[src/rtl/core/mpce_pkg.sv]
package mpce_pkg;

  localparam int DATA_WIDTH_DEF     = 8;
  localparam int MAX_IMAGE_COLS_DEF = 256;
  localparam int MAX_IMAGE_ROWS_DEF = 256;

  localparam int POOL_REG_W = 5;
  localparam int IMG_REG_W  = 9;
  localparam int CFG_IDX_W  = 2;
  localparam int CFG_DATA_W = 9;
  localparam int WIN_CNT_W  = 4;
  localparam int OUTQ_DEPTH = 3;

  localparam logic [POOL_REG_W-1:0] POOL_MAX = 5'd16;

  localparam logic [CFG_IDX_W-1:0] CFG_POOL_ROWS  = 2'd0;
  localparam logic [CFG_IDX_W-1:0] CFG_POOL_COLS  = 2'd1;
  localparam logic [CFG_IDX_W-1:0] CFG_IMAGE_ROWS = 2'd2;
  localparam logic [CFG_IDX_W-1:0] CFG_IMAGE_COLS = 2'd3;

  localparam logic [POOL_REG_W-1:0] POOL_ROWS_RST  = 5'd2;
  localparam logic [POOL_REG_W-1:0] POOL_COLS_RST  = 5'd2;
  localparam logic [IMG_REG_W-1:0]  IMAGE_ROWS_RST = 9'd4;
  localparam logic [IMG_REG_W-1:0]  IMAGE_COLS_RST = 9'd4;

  // control flags for one sample, from the counter block to the update stage
  typedef struct packed {
    logic first;  // opens a window: running max starts at the floor
    logic emit;   // closes a window
    logic eoi;    // last sample of the image
  } win_info_t;

  function automatic logic [POOL_REG_W-1:0] clamp_pool(input logic [POOL_REG_W-1:0] v);
    logic [POOL_REG_W-1:0] r;
    if (v == '0) begin
      r = 5'd1;
    end else if (v > POOL_MAX) begin
      r = POOL_MAX;
    end else begin
      r = v;
    end
    return r;
  endfunction

endpackage

[src/rtl/core/mpce_ctrl.sv]
module mpce_ctrl #(
  parameter int MAX_IMAGE_COLS = mpce_pkg::MAX_IMAGE_COLS_DEF,
  parameter int MAX_IMAGE_ROWS = mpce_pkg::MAX_IMAGE_ROWS_DEF,
  localparam int CCW = $clog2(MAX_IMAGE_COLS),
  localparam int RCW = $clog2(MAX_IMAGE_ROWS)
) (
  input  logic                             clk,
  input  logic                             rst_n,
  input  logic                             cfg_valid,
  input  logic [mpce_pkg::CFG_IDX_W-1:0]   cfg_index,
  input  logic [mpce_pkg::CFG_DATA_W-1:0]  cfg_data,
  input  logic                             advance,
  output mpce_pkg::win_info_t              info,
  output logic [CCW-1:0]                   idx
);

  localparam int CXW = CCW + 1;
  localparam int RXW = RCW + 1;

  logic [mpce_pkg::POOL_REG_W-1:0] pool_rows_r, pool_cols_r;
  logic [mpce_pkg::IMG_REG_W-1:0]  image_rows_r, image_cols_r;

  logic [RCW-1:0] rpos_r, rpos_nxt;
  logic [CCW-1:0] cpos_r, cpos_nxt;
  logic [mpce_pkg::WIN_CNT_W-1:0] riw_r, riw_nxt, ciw_r, ciw_nxt;
  logic [CCW-1:0] wci_r, wci_nxt;

  logic [mpce_pkg::POOL_REG_W-1:0] pr, pc;
  logic [RXW-1:0] ir;
  logic [CXW-1:0] ic;
  logic last_wcol, last_wrow, last_col, last_row;

  // effective sizes: zero reads as one, oversize saturates
  always_comb begin
    pr = mpce_pkg::clamp_pool(pool_rows_r);
    pc = mpce_pkg::clamp_pool(pool_cols_r);
    if (image_rows_r == '0) begin
      ir = RXW'(1);
    end else if (32'(image_rows_r) > 32'(MAX_IMAGE_ROWS)) begin
      ir = RXW'(MAX_IMAGE_ROWS);
    end else begin
      ir = RXW'(image_rows_r);
    end
    if (image_cols_r == '0) begin
      ic = CXW'(1);
    end else if (32'(image_cols_r) > 32'(MAX_IMAGE_COLS)) begin
      ic = CXW'(MAX_IMAGE_COLS);
    end else begin
      ic = CXW'(image_cols_r);
    end
  end

  assign last_wcol = ({1'b0, ciw_r} + 5'd1) >= pc;
  assign last_wrow = ({1'b0, riw_r} + 5'd1) >= pr;
  assign last_col  = ({1'b0, cpos_r} + CXW'(1)) >= ic;
  assign last_row  = ({1'b0, rpos_r} + RXW'(1)) >= ir;

  assign info.first = (riw_r == '0) && (ciw_r == '0);
  assign info.emit  = (last_wcol || last_col) && (last_wrow || last_row);
  assign info.eoi   = last_col && last_row;
  assign idx        = wci_r;

  always_comb begin
    rpos_nxt = rpos_r;
    cpos_nxt = cpos_r;
    riw_nxt  = riw_r;
    ciw_nxt  = ciw_r;
    wci_nxt  = wci_r;
    if (last_col) begin
      cpos_nxt = '0;
      ciw_nxt  = '0;
      wci_nxt  = '0;
      if (last_row) begin
        rpos_nxt = '0;
        riw_nxt  = '0;
      end else begin
        rpos_nxt = rpos_r + RCW'(1);
        riw_nxt  = last_wrow ? '0 : riw_r + 4'd1;
      end
    end else begin
      cpos_nxt = cpos_r + CCW'(1);
      if (last_wcol) begin
        ciw_nxt = '0;
        wci_nxt = wci_r + CCW'(1);
      end else begin
        ciw_nxt = ciw_r + 4'd1;
      end
    end
  end

  always_ff @(posedge clk) begin
    if (!rst_n) begin
      pool_rows_r  <= mpce_pkg::POOL_ROWS_RST;
      pool_cols_r  <= mpce_pkg::POOL_COLS_RST;
      image_rows_r <= mpce_pkg::IMAGE_ROWS_RST;
      image_cols_r <= mpce_pkg::IMAGE_COLS_RST;
      rpos_r       <= '0;
      cpos_r       <= '0;
      riw_r        <= '0;
      ciw_r        <= '0;
      wci_r        <= '0;
    end else begin
      if (cfg_valid) begin
        case (cfg_index)
          mpce_pkg::CFG_POOL_ROWS:  pool_rows_r  <= cfg_data[mpce_pkg::POOL_REG_W-1:0];
          mpce_pkg::CFG_POOL_COLS:  pool_cols_r  <= cfg_data[mpce_pkg::POOL_REG_W-1:0];
          mpce_pkg::CFG_IMAGE_ROWS: image_rows_r <= cfg_data;
          mpce_pkg::CFG_IMAGE_COLS: image_cols_r <= cfg_data;
          default: ;
        endcase
      end
      if (advance) begin
        rpos_r <= rpos_nxt;
        cpos_r <= cpos_nxt;
        riw_r  <= riw_nxt;
        ciw_r  <= ciw_nxt;
        wci_r  <= wci_nxt;
      end
    end
  end

endmodule

[src/rtl/core/mpce_colmem.sv]
module mpce_colmem #(
  parameter int DW    = mpce_pkg::DATA_WIDTH_DEF,
  parameter int DEPTH = mpce_pkg::MAX_IMAGE_COLS_DEF,
  localparam int AW   = $clog2(DEPTH)
) (
  input  logic          clk,
  input  logic          we,
  input  logic [AW-1:0] waddr,
  input  logic [DW-1:0] wdata,
  input  logic          re,
  input  logic [AW-1:0] raddr,
  output logic [DW-1:0] rdata
);

  logic [DW-1:0] mem [DEPTH];
  logic [DW-1:0] rdata_r;

  always_ff @(posedge clk) begin
    if (we) begin
      mem[waddr] <= wdata;
    end
    if (re) begin
      rdata_r <= mem[raddr];
    end
  end

  assign rdata = rdata_r;

endmodule

[src/rtl/core/mpce_outq.sv]
module mpce_outq #(
  parameter int DW = mpce_pkg::DATA_WIDTH_DEF
) (
  input  logic                 clk,
  input  logic                 rst_n,
  input  logic                 push,
  input  logic signed [DW-1:0] push_value,
  input  logic                 push_eoi,
  input  logic                 pending,
  output logic                 can_take,
  output logic                 out_valid,
  input  logic                 out_ready,
  output logic signed [DW-1:0] out_pooled_value,
  output logic                 out_end_of_image
);

  localparam logic [1:0] LAST_SLOT = 2'(mpce_pkg::OUTQ_DEPTH - 1);

  logic [DW:0] slot_r [mpce_pkg::OUTQ_DEPTH];
  logic [1:0]  wr_ptr_r, rd_ptr_r, cnt_r;
  logic        pop;

  assign out_valid        = (cnt_r != '0);
  assign pop              = out_valid && out_ready;
  assign out_pooled_value = slot_r[rd_ptr_r][DW-1:0];
  assign out_end_of_image = slot_r[rd_ptr_r][DW];
  // room for the item in the update stage plus one more
  assign can_take = (3'(cnt_r) + 3'(pending)) < 3'(mpce_pkg::OUTQ_DEPTH);

  always_ff @(posedge clk) begin
    if (push) begin
      slot_r[wr_ptr_r] <= {push_eoi, push_value};
    end
  end

  always_ff @(posedge clk) begin
    if (!rst_n) begin
      wr_ptr_r <= '0;
      rd_ptr_r <= '0;
      cnt_r    <= '0;
    end else begin
      if (push) begin
        wr_ptr_r <= (wr_ptr_r == LAST_SLOT) ? '0 : wr_ptr_r + 2'd1;
      end
      if (pop) begin
        rd_ptr_r <= (rd_ptr_r == LAST_SLOT) ? '0 : rd_ptr_r + 2'd1;
      end
      case ({push, pop})
        2'b10:   cnt_r <= cnt_r + 2'd1;
        2'b01:   cnt_r <= cnt_r - 2'd1;
        default: cnt_r <= cnt_r;
      endcase
    end
  end

`ifndef SYNTHESIS
  a_no_overflow: assert property (@(posedge clk) disable iff (!rst_n)
    (cnt_r == 2'(mpce_pkg::OUTQ_DEPTH)) |-> !(push && !pop))
    else $error("result queue overflow");
`endif

endmodule

[src/rtl/core/max_pool_2d_ceil_edges.sv]
// Streaming 2D max pooling, non-overlapping windows, ceil mode at the edges.
// in_*:  one signed sample per transfer, row-major, images back to back.
// out_*: one pooled value per completed window; out_end_of_image marks the
//        last window of each image.
// cfg_*: register writes (pool_rows, pool_cols, image_rows, image_cols),
//        taken every cycle; write only while the pipeline is empty.
// Throughput: one sample per cycle while the result queue has room. A sample
// reads its column's running max from the column store in the accept cycle;
// the next cycle does compare and write-back, with a bypass when back-to-back
// samples hit the same column. The result of the sample that closes a window
// is pushed into the queue from the update stage, and out_valid is high from
// then on.
// A 3-entry result queue decouples the sides; when the receiver stalls the
// queue fills and in_ready drops once no room is left for the sample in flight.
// Reset: counters return to the start of an image and the registers to 2x2
// windows on a 4x4 image. Store contents are left as is; every window
// overwrites its entry on its first sample, so no clearing pass is needed.
module max_pool_2d_ceil_edges #(
  parameter int DATA_WIDTH     = mpce_pkg::DATA_WIDTH_DEF,
  parameter int MAX_IMAGE_COLS = mpce_pkg::MAX_IMAGE_COLS_DEF,
  parameter int MAX_IMAGE_ROWS = mpce_pkg::MAX_IMAGE_ROWS_DEF
) (
  input  logic                            clk,
  input  logic                            rst_n,
  input  logic                            in_valid,
  output logic                            in_ready,
  input  logic signed [DATA_WIDTH-1:0]    in_sample,
  output logic                            out_valid,
  input  logic                            out_ready,
  output logic signed [DATA_WIDTH-1:0]    out_pooled_value,
  output logic                            out_end_of_image,
  input  logic                            cfg_valid,
  output logic                            cfg_ready,
  input  logic [mpce_pkg::CFG_IDX_W-1:0]  cfg_index,
  input  logic [mpce_pkg::CFG_DATA_W-1:0] cfg_data
);

  localparam int CCW = $clog2(MAX_IMAGE_COLS);
  // minus the largest positive sample value
  localparam logic signed [DATA_WIDTH-1:0] FLOOR = {1'b1, {(DATA_WIDTH-2){1'b0}}, 1'b1};

  mpce_pkg::win_info_t info;
  logic [CCW-1:0]      idx;
  logic                accept;

  logic                         s1_v_r;
  logic signed [DATA_WIDTH-1:0] s1_sample_r;
  mpce_pkg::win_info_t          s1_info_r;
  logic [CCW-1:0]               s1_idx_r;
  logic                         s1_fwd_r;
  logic signed [DATA_WIDTH-1:0] last_wdata_r;

  logic signed [DATA_WIDTH-1:0] rdata, base, cur;
  logic                         can_take;

  assign cfg_ready = 1'b1;
  assign in_ready  = can_take;
  assign accept    = in_valid && in_ready;

  mpce_ctrl #(
    .MAX_IMAGE_COLS (MAX_IMAGE_COLS),
    .MAX_IMAGE_ROWS (MAX_IMAGE_ROWS)
  ) u_ctrl (
    .clk       (clk),
    .rst_n     (rst_n),
    .cfg_valid (cfg_valid),
    .cfg_index (cfg_index),
    .cfg_data  (cfg_data),
    .advance   (accept),
    .info      (info),
    .idx       (idx)
  );

  mpce_colmem #(
    .DW    (DATA_WIDTH),
    .DEPTH (MAX_IMAGE_COLS)
  ) u_colmem (
    .clk   (clk),
    .we    (s1_v_r),
    .waddr (s1_idx_r),
    .wdata (cur),
    .re    (accept),
    .raddr (idx),
    .rdata (rdata)
  );

  // the store still holds the old value if the previous sample writes the
  // same entry in the cycle this one reads it
  always_comb begin
    if (s1_info_r.first) begin
      base = FLOOR;
    end else if (s1_fwd_r) begin
      base = last_wdata_r;
    end else begin
      base = rdata;
    end
    cur = (s1_sample_r > base) ? s1_sample_r : base;
  end

  always_ff @(posedge clk) begin
    if (accept) begin
      s1_sample_r <= in_sample;
      s1_info_r   <= info;
      s1_idx_r    <= idx;
      s1_fwd_r    <= s1_v_r && (s1_idx_r == idx);
    end
    if (s1_v_r) begin
      last_wdata_r <= cur;
    end
  end

  always_ff @(posedge clk) begin
    if (!rst_n) begin
      s1_v_r <= 1'b0;
    end else begin
      s1_v_r <= accept;
    end
  end

  mpce_outq #(
    .DW (DATA_WIDTH)
  ) u_outq (
    .clk              (clk),
    .rst_n            (rst_n),
    .push             (s1_v_r && s1_info_r.emit),
    .push_value       (cur),
    .push_eoi         (s1_info_r.eoi),
    .pending          (s1_v_r),
    .can_take         (can_take),
    .out_valid        (out_valid),
    .out_ready        (out_ready),
    .out_pooled_value (out_pooled_value),
    .out_end_of_image (out_end_of_image)
  );

`ifndef SYNTHESIS
  a_bypass_src: assert property (@(posedge clk) disable iff (!rst_n)
    (s1_v_r && s1_fwd_r) |-> ($past(s1_v_r) && ($past(s1_idx_r) == s1_idx_r)))
    else $error("bypass taken without a matching write");
`endif

`ifndef SYNTHESIS
  a_eoi_emits: assert property (@(posedge clk) disable iff (!rst_n)
    (s1_v_r && s1_info_r.eoi) |-> s1_info_r.emit)
    else $error("end of image without a result");
`endif

`ifndef SYNTHESIS
  a_floor: assert property (@(posedge clk) disable iff (!rst_n)
    s1_v_r |-> (cur != {1'b1, {(DATA_WIDTH-1){1'b0}}}))
    else $error("pooled value below floor");
`endif

endmodule

[config.mk]
export PLATFORM = sky130hd
export DESIGN_NAME = max_pool_2d_ceil_edges
export DESIGN_NICKNAME = d
export VERILOG_FILES = /design/src/rtl/core/mpce_pkg.sv /design/src/rtl/core/mpce_ctrl.sv /design/src/rtl/core/mpce_colmem.sv /design/src/rtl/core/mpce_outq.sv /design/src/rtl/core/max_pool_2d_ceil_edges.sv
export SDC_FILE = /design/constraint.sdc
export NUM_CORES = 2
export LEC_CHECK = 0
export BUFFER_PORTS_ARGS = -buffer_cell sky130_fd_sc_hd__buf_2
export CORE_MARGIN = 8
export CORE_UTILIZATION = 35
export CTS_CLUSTER_SIZE = 28
export DETAILED_ROUTE_END_ITERATION = 16
export GPL_ROUTABILITY_DRIVEN = 0
export PLACE_DENSITY_LB_ADDON = 0.3
export SETUP_SLACK_MARGIN = 0.5
export SYNTH_ARGS = -nofsm -noshare
export SYNTH_HDL_FRONTEND = slang
export SYNTH_SLANG_ARGS = --single-unit
[constraint.sdc]
create_clock -name clk -period 11.6 [get_ports clk]
set_clock_uncertainty 0.05 [all_clocks]
set_input_delay 0.58 -clock clk [delete_from_list [all_inputs] [get_ports clk]]
set_output_delay 0.58 -clock clk [all_outputs]
set_load 0.02 [all_outputs]
### After elaboration in Yosys (flattened, before gate mapping)

Memories as Yosys holds them, arrays and structs flattened. A register that Yosys moved wholly into a read port is not among the register bits.
Index checks and enable logic that the tools add are counted.

| word-level totals | value |
|---|---|
| bits in registers | 95 |
| bits in latches | 0 |
| RAM bits | 2075 |
| bits in read-only memories | 0 |
| logic and storage cells | 107 |
| memories kept | 2 |

| cells by class | value |
|---|---|
| add/sub/neg operators | 14 |
| multiply operators | 0 |
| divide/modulo/power cells | 0 |
| $lt $le $gt $ge | 10 |
| equal/unequal tests | 8 |
| shift operators | 0 |
| multiplexer cells | 28 |
| bitwise operators | 0 |
| reductions and logical operators | 25 |

Memory list:

| memory | words | bits a word | read ports | clocked after Yosys merged registers in | wr ports | RTL line | source |
|---|---|---|---|---|---|---|---|
| u_colmem.mem | 256 | 8 | 1 | 1 | 1 | mpce_colmem.sv:15 | `logic [DW-1:0] mem [DEPTH];` |
| u_outq.slot_r | 3 | 9 | 1 | 1 | 1 | mpce_outq.sv:19 | `logic [DW:0] slot_r [mpce_pkg::OUTQ_DEPTH];` |

Operators by type and width:

| operator | count |
|---|---|
| $mux W8 | 7 |
| $mux W9 | 4 |
| $add A8 B1 Y8 const B | 3 |
| $mux W5 | 4 |
| $add A8 B1 Y9 const B | 2 |
| $ge A9 B9 Y1 | 2 |
| $gt A9 B9 Y1 const B | 2 |
| $logic_not A9 Y1 | 2 |
| $mux W4 | 4 |
| $reduce_and A2 Y1 | 6 |
| $add A4 B1 Y5 const B | 2 |
| $eq A2 B2 Y1 const B | 5 |
| $ge A5 B5 Y1 | 2 |
| $gt A5 B5 Y1 const B | 2 |
| $logic_not A5 Y1 | 2 |
| $add A4 B1 Y4 const B | 2 |
| $eq A8 B8 Y1 | 1 |
| $gt A8 B8 Y1 | 1 |
| $logic_not A4 Y1 | 2 |
| $mux W2 | 4 |
| $logic_and A1 B1 Y1 | 7 |
| $add A2 B1 Y2 const B | 3 |
| $reduce_bool A2 Y1 | 3 |
| $eq A2 B1 Y1 const B | 2 |
| 7 further kinds | 11 |

### Longest topological paths before layout

| logic depth | value |
|---|---|
| word-level depth | 6 |
| depth in mapped cells | 14 |

### By module

From an unflattened synthesis, not the netlist that was laid out.

| second synthesis, totals | value |
|---|---|
| cell total of the unflattened synthesis | 4376 |
| area, all modules | 85942.4 um^2 |

By module, submodules not included:

| module | times used | cells an instance | area an instance (um^2) | seq. area each (um^2) |
|---|---|---|---|---|
| mpce_colmem | 1 | 3733 | 79636.4 | 61739.2 |
| mpce_ctrl | 1 | 448 | 3545.9 | 1201.2 |
| max_pool_2d_ceil_edges | 1 | 101 | 1417.6 | 860.8 |
| mpce_outq | 1 | 94 | 1342.5 | 970.9 |

### Least setup slack after synthesis

No wires, ideal clock.

| path | value |
|---|---|
| path kind | register to register |
| from | register s1_fwd_r |
| to | register last_wdata_r[1], data pin |
| library setup time | 1.655 ns |
| arrival | 9.754 ns |
| setup slack | 0.141 ns |
| cell stages (with the launch flop) | 13 |
| buffers on the path | 1 |
| period minus slack after synthesis | 11.459 ns |
| path through | edfxtp_1 > clkbuf_1 > mux2i_1 > or2_2 > ha_1 > nor2b_1 > o21a_1 > o21a_1 > o21a_1 > o21a_1 > o211ai_1 > o211ai_1 > mux2i_1 |

| between the ends | value |
|---|---|
| longest elaborated chain between the ends | 4 |

RTL lines:

| what | RTL line | source |
|---|---|---|
| from (decl) | max_pool_2d_ceil_edges.sv:50 | `logic s1_fwd_r;` |
| from (signal assigned) | max_pool_2d_ceil_edges.sv:105 | `s1_fwd_r <= s1_v_r && (s1_idx_r == idx);` |
| $mux W8 (*) | max_pool_2d_ceil_edges.sv:92 | `end else if (s1_fwd_r) begin` |
| $mux W8 (*) | max_pool_2d_ceil_edges.sv:90 | `if (s1_info_r.first) begin` |
| $gt A8 B8 Y1 | max_pool_2d_ceil_edges.sv:97 | `cur = (s1_sample_r > base) ? s1_sample_r : base;` |
| $mux W8 (*) | max_pool_2d_ceil_edges.sv:97 |  |
| net cur[1] | max_pool_2d_ceil_edges.sv:53 | `logic signed [DATA_WIDTH-1:0] rdata, base, cur;` |
| to (signal assigned) | max_pool_2d_ceil_edges.sv:108 | `last_wdata_r <= cur;` |
| to (decl) | max_pool_2d_ceil_edges.sv:51 | `logic signed [DATA_WIDTH-1:0] last_wdata_r;` |

Mark *: on every way through the listed nets, which the timed path passes. The rest lies on a longest branch.
A chain may end at the register's enable or synchronous reset.

### Worst setup path after layout

| path | value |
|---|---|
| from | register s1_fwd_r |
| to | memory u_colmem.mem[58][4] in the netlist's numbering, data pin |

| between the ends | value |
|---|---|
| longest elaborated chain between the ends | 4 |

RTL lines:

| what | RTL line |
|---|---|
| $mux W8 (*) | max_pool_2d_ceil_edges.sv:92 |
| $mux W8 (*) | max_pool_2d_ceil_edges.sv:90 |
| $gt A8 B8 Y1 | max_pool_2d_ceil_edges.sv:97 |
| $mux W8 (*) | max_pool_2d_ceil_edges.sv:97 |
| net cur[4] | max_pool_2d_ceil_edges.sv:53 |
| to (decl) | mpce_colmem.sv:15 |

Marks and branches as above.

==> flow_summary.yaml <==
synth:
  netlist_area_sq_mm: 0.0864
  synth_edf_count: 2111
  synth-simple-area-share_pct: 3.73
  synth_compound_area_share_pct: 3.89
  ys_ff_latch: 2180
  yosysUniqueCellTypes: 74
  synthCells: 4451
  synthAdderAreaFrac_pct: 0.667
  synthMuxAreaShare_pct: 14.2
  ys_warn_count: 0
  synthFlopType: "edfxtp_1"
  synthXorXnorAreaFrac_pct: 0.406
  synth-seq-area-share_pct: 75.0
  synth_top_family_by_area: "multiplexers"
  syn_area_per_cell_sq_um: 19.4
  syn_nets: 4521
  async_flop_share_pct: 0
timing:
  final_hold_viol_count: 0
  fmax_mhz: 184
  maxSlewHeadroom_pct: 14.8
  hold-worst-slack_ns: 0.0934
  rsz0062_at_grt: "false"
  slew_violations: 0
  fin_crit_ns: 5.44
  finalSetupTns_ns: 0
  fin_crit_sh_pct: 46.9
  tightest_slew_ns: 1.28
  setup_violations: 0
die:
  initial_utilization_pct: 35.1
  die_w_um: 513
  core_sq_mm: 0.246
  pin_count: 36
  dieArea_sq_mm: 0.263
  die_h_um: 513
  rows: 182
layout:
  nNetsFinal: 4631
  layout.cells.non_filler: 7968
  final_cell_mix: "2111 x edfxtp_1, 395 x mux4_2, 335 x nor2_1, 222 x clkbuf_16, 214 x mux2i_1"
  layout_commonest_cell: "edfxtp_1"
  final_cell_area_sq_mm: 0.0969
  synthToLayoutAreaGrowth_pct: 12.3
  drive_gt1_share_pct: 18.3
clock_network:
  cts.path.max_buffers: 3
  cts_resized: 0
  postCtsSetupBuffers: 0
  cts_buffers: 219
  clkLatencyLatePin_ns: 0.85
  cts-root-buf: "clkbuf_16"
  clock_sinks: 2180
  hold_buffers: 17
  tritoncts: "yes"
  clkTransAtPathRegs_ns: 0.06
  htreeDepth: 4
flow_run:
  max_cap_viol_count: 0
setup_path:
  startpoint_type: "flop"
  rr_startpoint: "s1_fwd_r$_DFFE_PP_"
  reg2reg_depth: 14
  r2r_slack_ns: 6.16
  crit_fanout: 84
  worstPathRequired_ns: 12.03
  setup.worst_path.end_class: "flop"
  crit_start: "s1_fwd_r$_DFFE_PP_"
  critPathKind: "flop to flop"
  worst_ep_arrival_time_ns: 5.87
  timing.rr.end: "u_colmem.mem[58][4]$_DFFE_PP_"
status:
  outcome: "completed"
detailed_routing:
  vias: 44709
  wl_mm: 241
  via_per_inst: 5.61
  wire_per_inst_um: 30.2
  drtIter0Drc: 4959
  dr.pass1.iters: 6
  drtAntennaViolNets: 0
  drc_errors: 0
global_routing:
  grt_pass1_wl_mm: 340
  overflow: 0
  grt_use_total_pct: 17.7
  grt_max_degree: 197
  grt_pass1_vias: 44410
  antenna_found_initial: 8
place:
  dp_hpwl_mm: 144
  port_buffers: 34
  dp.cells: 7543
  dpl_cell_area_sq_mm: 0.0899
pwr:
  power.leakage_nw: 29.2
  vdd_drop_max_mv: 0.139
  powerDensity_mw_per_mm2: 187
worst_hold_path:
  worstHoldPathCells: 2
  hp-start: "rst_n"
  hp-class: "primary input to flop"
  min_to: "u_ctrl.pool_cols_r[1]$_SDFFE_PN1P_"
-- through the flow --
step | util [%] | total power [mW] | setup WS (ns)
final | 39.5 | 18.2 | 6.16
after global routing | 39.5 | 18.7 | 5.81
after CTS | 39.4 | 18.3 | 6.18
after detailed placement | 36.6 | 11.5 | 6.22
after global placement | 36.6 | 11.5 | 6.30
after floorplan | - | 11.1 | 0.141
-- kinds of logic (layout without fill, tap and decap cells) --
family,after synthesis,in the layout
AOI/OAI and AO/OA,486,486
xor gates and xnor gates,40,40
adders and majority gates,46,46
buffers and inverters,290,580
DFF,2180,2180
muxes,663,663
other,1,8
and+or+nand+nor,745,745
-- power by group --
| group | leakage, nW | switching, mW | internal (mW) | total, mW |
|---|---|---|---|---|
| Clock | 3.32 | 3.00 | 3.82 | 6.82 |
| Sequential | 19.6 | 0.0557 | 9.21 | 9.27 |
| Combinational | 6.27 | 1.40 | 0.678 | 2.07 |
-- state kept, by name (all words and copies together), names as in the netlist, 9 cells and up, named ones only --
name,count
u_colmem.mem,2048
u_ctrl.image_cols_r,9
u_ctrl.image_rows_r,9
u_outq.slot_r,27
-- cell usage after synthesis, types with 13 or more instances --
| cell | n | area [sq um] |
|---|---|---|
| a211oi_1 | 36 | 270 |
| a21oi_1 | 124 | 621 |
| a221oi_1 | 34 | 298 |
| a22o_1 | 14 | 123 |
| a22oi_1 | 69 | 518 |
| a31oi_1 | 14 | 87.6 |
| and3_1 | 13 | 81.3 |
| buf_2 | 66 | 330 |
| buf_4 | 35 | 263 |
| buf_6 | 34 | 383 |
| clkbuf_1 | 100 | 375 |
| dfxtp_1 | 69 | 1380 |
| edfxtp_1 | 2111 | 63400 |
| ha_1 | 46 | 576 |
| inv_1 | 20 | 75.1 |
| mux2i_1 | 221 | 2210 |
| mux4_1 | 40 | 1050 |
| mux4_2 | 395 | 8900 |
| nand2_1 | 212 | 796 |
| nand3_1 | 55 | 275 |
| nand4_1 | 26 | 163 |
| nor2_1 | 338 | 1270 |
| nor2b_1 | 27 | 169 |
| nor3_1 | 17 | 85.1 |
| o21ai_0 | 42 | 210 |
| o221ai_1 | 23 | 201 |
| o22ai_1 | 40 | 250 |
| xnor2_1 | 21 | 184 |
| xor2_1 | 19 | 166 |
-- worst max path at each step --
stage	to	slack, ns	cells after the start
finish	u_colmem.mem[58][4]$_DFFE_PP_	6.16	14
global route	u_colmem.mem[58][4]$_DFFE_PP_	5.81	14
CTS	u_colmem.mem[59][4]$_DFFE_PP_	6.18	14
detailed placement	u_colmem.mem[62][4]$_DFFE_PP_	6.22	14
global placement	u_colmem.mem[86][4]$_DFFE_PP_	6.30	14
floorplan	last_wdata_r[1]$_DFFE_PP_	0.14	12
-- critical path: stages (launching register included) --
cell	delay, ns
edfxtp_1	0.57
mux2i_1	0.19
or2_2	0.33
ha_1	0.30
nor2b_1	0.14
o21a_1	0.16
o21a_1	0.16
o21a_1	0.17
o21a_1	0.17
o211ai_1	0.17
o211ai_1	0.12
buf_4	0.24
mux2i_4	0.49
buf_4	0.81
buf_4	0.77
-- area by class of cell --
type                    count  area (sq um)
multi-input cells        1981         19900
flip-flops and latches   2180         64800
clock buffers             284          5810
diodes                      7          17.5
clock inverters           117          1050
repair buffers            155          1250
fillers                 21824        149000
well taps                3220          4030
inverters                  24          92.6
-- layer usage --
metal	global-route usage (%)	wire length, um	vias up
li1	-	-	18447
met1	24.9	102000	23937
met2	27.8	111000	1933
met3	3.26	17800	392
met4	6.26	9010	0
met5	0	0	-
No activity file was read; power rests on OpenSTA's default activity.
